--- config.mk ---
export PLATFORM = sky130hd
export DESIGN_NAME = tssc_cfg
export DESIGN_NICKNAME = d
export VERILOG_FILES = /design/src/hdl/tssc_pkg.sv /design/src/hdl/tssc_cfg.sv
export SDC_FILE = /design/constraint.sdc
export NUM_CORES = 1
export LEC_CHECK = 0
export ABC_AREA = 1
export BUFFER_PORTS_ARGS = -buffer_cell sky130_fd_sc_hd__buf_4
export CAP_MARGIN = 20
export CELL_PAD_IN_SITES_DETAIL_PLACEMENT = 1
export CELL_PAD_IN_SITES_GLOBAL_PLACEMENT = 1
export CORE_MARGIN = 2
export CORE_UTILIZATION = 22
export DETAILED_ROUTE_END_ITERATION = 6
export GPL_ROUTABILITY_DRIVEN = 0
export GPL_TIMING_DRIVEN = 0
export HOLD_SLACK_MARGIN = 0.08
export PLACE_DENSITY = 0.82
export SLEW_MARGIN = 20
export SYNTH_ARGS = -nofsm -noshare
export SYNTH_HDL_FRONTEND = slang
export SYNTH_SLANG_ARGS = --single-unit
--- constraint.sdc ---
create_clock -name i_clk -period 2.7 [get_ports i_clk]
set_clock_uncertainty 0.1 [all_clocks]
set_input_delay 0.405 -clock i_clk [delete_from_list [all_inputs] [get_ports i_clk]]
set_output_delay 0.405 -clock i_clk [all_outputs]
set_load 0.05 [all_outputs]
--- src/hdl/tssc_pkg.sv ---
// ============================================================================
// tssc_pkg: shared constants and helpers for target_sum_subset_count
// Sizes of the count table, payload widths, register map, count arithmetic.
// ============================================================================
`default_nettype none

package tssc_pkg;

    localparam int SUM_MAX  = 1024;
    localparam int COUNT_W  = 32;
    localparam int VALUE_W  = 10;
    localparam int WAYS_W   = 32;
    localparam int TGT_W    = 12;
    localparam int IDX_W    = $clog2(SUM_MAX + 1);
    localparam int TOT_W    = $clog2(SUM_MAX + 2);
    localparam int DEPTH    = SUM_MAX + 1;

    localparam int CFG_AW   = 3;
    localparam int CFG_DW   = 32;

    localparam logic [CFG_AW-3:0] REG_TARGET = '0;

    localparam logic [63:0] WAYS_MAX = 64'((65'd1 << WAYS_W) - 65'd1);

    // count add, clamped at all ones
    function automatic logic [COUNT_W-1:0] sat_add(input logic [COUNT_W-1:0] a,
                                                   input logic [COUNT_W-1:0] b);
        logic [COUNT_W:0] s;
        s = {1'b0, a} + {1'b0, b};
        return s[COUNT_W] ? '1 : s[COUNT_W-1:0];
    endfunction

    // count to result width, clamped at all ones
    function automatic logic [WAYS_W-1:0] to_ways(input logic [COUNT_W-1:0] c);
        logic [63:0] c64;
        c64 = 64'(c);
        return (c64 > WAYS_MAX) ? '1 : WAYS_W'(c64);
    endfunction

endpackage

`default_nettype wire

--- src/hdl/tssc_cfg.sv ---
// ============================================================================
// tssc_cfg: APB register block
// Holds the signed target total.
// ============================================================================
`default_nettype none

module tssc_cfg (
    input  wire logic                          i_clk,
    input  wire logic                          i_rst_n,
    input  wire logic                          i_psel,
    input  wire logic                          i_penable,
    input  wire logic                          i_pwrite,
    input  wire logic [tssc_pkg::CFG_AW-1:0]   i_paddr,
    input  wire logic [tssc_pkg::CFG_DW-1:0]   i_pwdata,
    output logic      [tssc_pkg::CFG_DW-1:0]   o_prdata,
    output logic                               o_pready,
    output logic signed [tssc_pkg::TGT_W-1:0]  o_target
);
    import tssc_pkg::*;

    logic signed [TGT_W-1:0] r_target;
    logic                    w_hit;

    assign w_hit    = (i_paddr[CFG_AW-1:2] == REG_TARGET);
    assign o_pready = 1'b1;
    assign o_target = r_target;
    assign o_prdata = w_hit ? CFG_DW'(r_target) : '0;

    always_ff @(posedge i_clk) begin
        if (!i_rst_n) begin
            r_target <= '0;
        end else if (i_psel && i_penable && i_pwrite && w_hit) begin
            r_target <= i_pwdata[TGT_W-1:0];
        end
    end

endmodule

`default_nettype wire

==> impl_metrics.ini, run 1 <==
[clocking]
clk_sinks = 12
ctsHtreeMaxLevel = 1
hold_buffers = 0
cts_post_setup_buffers_inserted = 0
cts_inserted_buffers = 3
root_buffer = clkbuf_4
cts-root-to-sink-buffers = 2
clkSlewWorstSetupHoldPaths_ns = 0.07
clk-insertion-delay-late_ns = 0.27
cts-resized-gates = 0
cts_tree = yes

[timing]
timing.final.ws_setup_ns = 0.537
finalHoldViolations = 0
hold_slack_ns = 0.282
worst_margin_pin_slew_ns = 0.744
final_period_minus_worst_setup_slack_ns = 2.16
timing.final.crit_share_pct = 80.1
max_clock_freq_mhz = 462
fin_setup_tns_ns = 0
worst_slew_margin_rel_pct = 50.3
rsz_0062_raised_after_global_routing = false
slew_viol_final = 0
finalSetupViolations = 0

[logic_synthesis]
synth.area.top_cells = dfxtp_1 (30%), buf_4 (21%), nor2_1 (17%)
synth_area_leader_cell = dfxtp_1
synthesized_netlist_net_count = 170
post_synth_fa_ha_maj_area_fraction_pct = 0
ys_warn_count = 0
synth_common_cells = nor2_1 (36), inv_1 (26), buf_4 (23)
main_combinational_cell_family_by_area_after_synthesis = buffers and inverters
synth.yosys.seq_area_share_pct = 29.8
post-synth-top-area-fraction_pct = 29.8
async_reset_ff_share_pct = 0
cell_area_after_technology_mapping_um2 = 806
number_of_storage_elements_in_the_synthesis_netlist = 12
cell_count_after_synthesis = 130
synth_simple_gate_area_share_pct = 33.2
synth_compound_area_share_pct = 0
ys_dominant_reg_cell = dfxtp_1
synth_edf_count = 0
synth_cell_types = 14
synth_xor_area_share_pct = 0
cell_with_the_most_instances_after_synthesis = nor2_1
synth.avg_cell_area_um2 = 6.20
synth_mux_area_share_pct = 0

[critical_path]
critPathArrivalTime_ns = 1.66
reg2reg_from = o_target[7]
start_kind = flip-flop
maximum_fanout_count_along_the_critical_path = 21
critical_path.endpoint_type = output port
criticalPathCategory = flip-flop to output port
worstSetupStartpoint = o_target[11]
required_time_of_the_critical_path_ns = 2.19

[global_route]
antenna_violations_before_repair = 0
global_router_s_overall_resource_usage_pct = 10.6
globalRouteOverflowTotal = 0
grt_busiest_layer = met2
met2_layer_usage_reported_by_global_route_pct = 19.9
grt_first_pass_wirelength_mm = 3.41
first_global_vias = 735
globalRouteMet3Util_pct = 1.74
grt_start_max_net_pins = 22
groute.layer.met1.usage_pct = 11.6

[floorplan]
core.rowCount = 21
ios = 85
design.die.area_um2 = 4160
chipHeight_um = 64.5
core_um2 = 3420
start_util_pct = 23.6
dieWidth_um = 64.5

[min_path]
holdCritPathClass = primary input to flip-flop
worst_hold_startpoint = i_rst_n

[layout]
finish.net_count = 236
fillerInstances = 464
multiInputGateArea_um2 = 274
antenna-diode-count = 0
fraction_of_final_layout_cells_sized_beyond_drive_strength_1_pct = 48.5
largest_reg_flops = 12
seqCellArea_um2 = 240
areaGrowthSynthToFinish_pct = 67.1

[route]
wirelength_mm = 2.22
drt-pass1-iter-count = 4
detail_route.wl_per_cell_um = 9.23
via_count = 896
vias_per_cell = 3.73
detail_route.iter0.violations = 26
route.antenna.remaining_nets = 0
drt_drc_violations_left = 0

[power_and_ir_drop]
power.leakage_nw = 0.775
power-per-cell-area_nw_per_um2 = 334
p_total_w = 0.000450
ir_drop_mv = 0.135

[place]
place_hpwl_mm = 1.84
place.port_buffers = 61
placement_stage_worst_setup_slack_ns = 0.612

[status]
outcome = finished, final reports clean

[run]
max-cap-violations = 0
-- through the flow --
step | instance area, µm² | instances | utilization, %
after global placement | 1320 | 237 | 38.8
after CTS | 1350 | 240 | 39.4
after global routing | 1350 | 240 | 39.4
after detailed placement | 1320 | 237 | 38.8
after floorplan | 808 | 130 | -
final | 1350 | 240 | 39.4
-- layer usage --
layer	vias up	routed length (µm)	part of all wire (%)
li1	478	-	-
met1	390	859	39
met5	-	0	0
met3	2	99	4.5
met4	0	10	0.45
met2	26	1250	56
-- layout by cell type (no fill, tap or decap) --
cell       n
inv_1     26
buf_4     84
nand2_1   13
buf_2      1
nor2_2     2
nand3_1   12
clkbuf_1   1
nor2_4     1
nor2_1    35
clkbuf_4   3
nand2_2    1
conb_1     1
inv_2      1
buf_6      1
dfxtp_1   12
-- kinds of logic (layout without fill, tap and decap cells) --
family                 count (synthesis)  count (layout)
other                                  1               1
buffers and inverters                 53             117
DFF                                   12              12
and+or+nand+nor                       64              64
-- final timing paths --
check	endpoint	slack, ns	depth (start not counted)
setup / recovery	o_prdata[18]	0.54	4
hold / removal	o_target[6]	0.28	3
setup reg to reg	o_target[7]	2.02	2
hold reg to reg	o_target[5]	0.40	2
-- power breakdown --
group | switching [W] | total, W | internal, W
logic | 0.0000975 | 0.000155 | 0.0000570
registers | 0.00000420 | 0.000187 | 0.000183
clock network | 0.0000569 | 0.000108 | 0.0000515
total | 0.000159 | 0.000450 | 0.000292
-- area by class of cell --
type,count,area share [%]
repair buffers,61,34.0
well taps,46,4.28
multi-input cells,65,20.4
flip-flops and latches,12,17.8
plain buffers,26,14.3
clock buffers,3,1.67
inverters,27,7.53
-- critical path, cell delays in order, from the launching register on --
cell and delay, ns:
dfxtp_1 0.35, inv_1 0.06, nor2_2 0.57, buf_4 0.22
buf_4 0.19
(Power assumes the default switching activity.)
==> inputs of run 2 (changes only) <==
- CORE_UTILIZATION: 22 -> 18
- PLACE_DENSITY: 0.82 -> 0.71
- clock period: 2.7 -> 1.8 ns (I/O delays scaled with it)
==> run 2 against run 1 <==
  * Power up 69%
  * Worst hold slack worse by 0.11 ns
  * Sequential share of layout area down 0.47 points
  * Non-clock buffer count unchanged
  * Wire length up 10%
  * Critical path depth unchanged
  * Cell area up 3.3%
  * Core utilization down 7.3 points
  * Count of clock-buffer cells in the layout unchanged
  * Sequential power up 51%
  * Global-route usage down 1.2 points
  * Via count up 2.7%
  * Critical path type unchanged
  * Largest cell class unchanged
  * Largest power group unchanged
==> impl_metrics.ini, run 2 (synthesized netlist as in run 1, its figures left out) <==
[clocking]
ctsHtreeMaxLevel = 1
clk_sinks = 12
cts_inserted_buffers = 3
cts_tree = yes
clkSlewWorstSetupHoldPaths_ns = 0.05
cts-root-to-sink-buffers = 2
clk-insertion-delay-late_ns = 0.24
root_buffer = clkbuf_8

[timing]
finalSetupViolations = 0
fin_setup_tns_ns = 0
max_clock_freq_mhz = 621
timing.final.crit_share_pct = 89.4
slew_viol_final = 0
final_period_minus_worst_setup_slack_ns = 1.61
rsz_0062_raised_after_global_routing = false
finalHoldViolations = 0
timing.final.ws_setup_ns = 0.191

[critical_path]
rrSetupSlack_ns = 1.12
cp_buf_inv_count = 3
crit_top_cell = buf_4
maximum_fanout_count_along_the_critical_path = 10
timing.critical_path.slowest_stage_cell = dfxtp_2
crit_path_cell_trace = inv_1 -> nor2_4 -> buf_4 -> buf_4
critical_path.top_delay_family = buffers and inverters
crit_cells = 4
cp_slowest_stage_delay_ns = 0.33
rr_endpoint = o_target[6]
critPathArrivalTime_ns = 1.24
required_time_of_the_critical_path_ns = 1.43
capture_point_of_the_critical_path = o_prdata[31]
worstSetupStartpoint = o_target[11]
start_kind = flip-flop
rr_worst_depth = 2
criticalPathCategory = flip-flop to output port
reg2reg_from = o_target[6]
critical_path.endpoint_type = output port

[route]
via_count = 920
vias_per_cell = 3.72
wirelength_mm = 2.44
route.antenna.remaining_nets = 0
drt_drc_violations_left = 0
drt-pass1-iter-count = 4
detail_route.iter0.violations = 30
detail_route.wl_per_cell_um = 9.89

[layout]
finish.net_count = 237
layout_common_cells = buf_4 (84), nor2_1 (35), inv_1 (26)
fraction_of_final_layout_cells_sized_beyond_drive_strength_1_pct = 49.2
largest_reg_flops = 12
antenna-diode-count = 0
fillerInstances = 572
areaGrowthSynthToFinish_pct = 72.5
utilization_pct = 32.1
layout_commonest_cell = buf_4

[global_route]
antenna_violations_before_repair = 0
globalRouteMet3Util_pct = 2.28
global_router_s_overall_resource_usage_pct = 9.45
grt_first_pass_wirelength_mm = 3.83
grt_start_max_net_pins = 22
grt_busiest_layer = met2
groute.layer.met1.usage_pct = 11.3
first_global_vias = 819
globalRouteOverflowTotal = 0
met2_layer_usage_reported_by_global_route_pct = 17.2

[floorplan]
core_um2 = 4320
core.rowCount = 24
chipHeight_um = 70.9
start_util_pct = 18.6
dieWidth_um = 70.9
design.die.area_um2 = 5030
ios = 85

[power_and_ir_drop]
power-per-cell-area_nw_per_um2 = 546
power.leakage_nw = 0.786
ir_drop_mv = 0.270

[run]
max-cap-violations = 0

[place]
placement_stage_worst_setup_slack_ns = 0.265
place_hpwl_mm = 1.90
place.port_buffers = 61

[status]
outcome = finished, final reports clean

[min_path]
holdCritPathClass = primary input to flip-flop
run 2: area by class of cell:
class / count / area [µm²] / share of cell area, %
Multi-Input combinational cell: 66 / 290 / 20.9
Buffer: 26 / 193 / 13.9
Clock buffer: 3 / 41.3 / 2.97
Tap cell: 52 / 65.1 / 4.68
Timing Repair Buffer: 61 / 458 / 32.9
Inverter: 27 / 101 / 7.29
Sequential cell: 12 / 241 / 17.4
run 2: how the worst min path moves through the flow:
| stage | start | end | slack [ns] | depth (start not counted) |
|---|---|---|---|---|
| 6_report | i_rst_n | o_target[6] | 0.17 | 3 |
| 2_1_floorplan | i_rst_n | o_target[11] | 0.28 | 2 |
| 5_1_grt | i_rst_n | o_target[6] | 0.19 | 3 |
| 3_5_place_dp | o_target[5] | o_target[5] | 0.40 | 2 |
| 4_1_cts | i_rst_n | o_target[6] | 0.17 | 3 |
| 3_3_place_gp | o_target[11] | o_target[11] | 0.38 | 2 |
run 2: power breakdown:
part | total (W) | switching, W | internal (W)
registers | 0.000282 | 0.00000684 | 0.000276
clock network | 0.000242 | 0.0000949 | 0.000147
logic | 0.000234 | 0.000149 | 0.0000857
run 2: layer usage:
layer | share of wire, % | vias to the layer above
met5 | 0 | -
met4 | 0.98 | 0
met3 | 5.0 | 2
met2 | 54 | 25
met1 | 40 | 410
li1 | - | 483
run 2: timing repair:
item / 4_1_cts / 5_1_grt
hold buffers: 0 / 0
buffers inserted: 0 / 0
resized for setup: 0 / 1
hold endpoints to repair: 0 / 0
setup endpoints to repair: 0 / 20
run 2: stage by stage:
stage / total power, W / hold slack, ns / cell area [µm²] / cells
final: 0.000759 / 0.171 / 1390 / 247
after global routing: 0.000803 / 0.194 / 1390 / 247
after CTS: 0.000771 / 0.170 / 1380 / 246
after detailed placement: 0.000524 / 0.399 / 1340 / 243
after global placement: 0.000522 / 0.378 / 1340 / 243
after floorplan: 0.000442 / 0.283 / 815 / 130
run 2: worst reg2reg max path, cell delays in order, from the launching register on:
cell     delay, ns
dfxtp_1       0.33
nor2_1        0.11
nor2_1        0.05
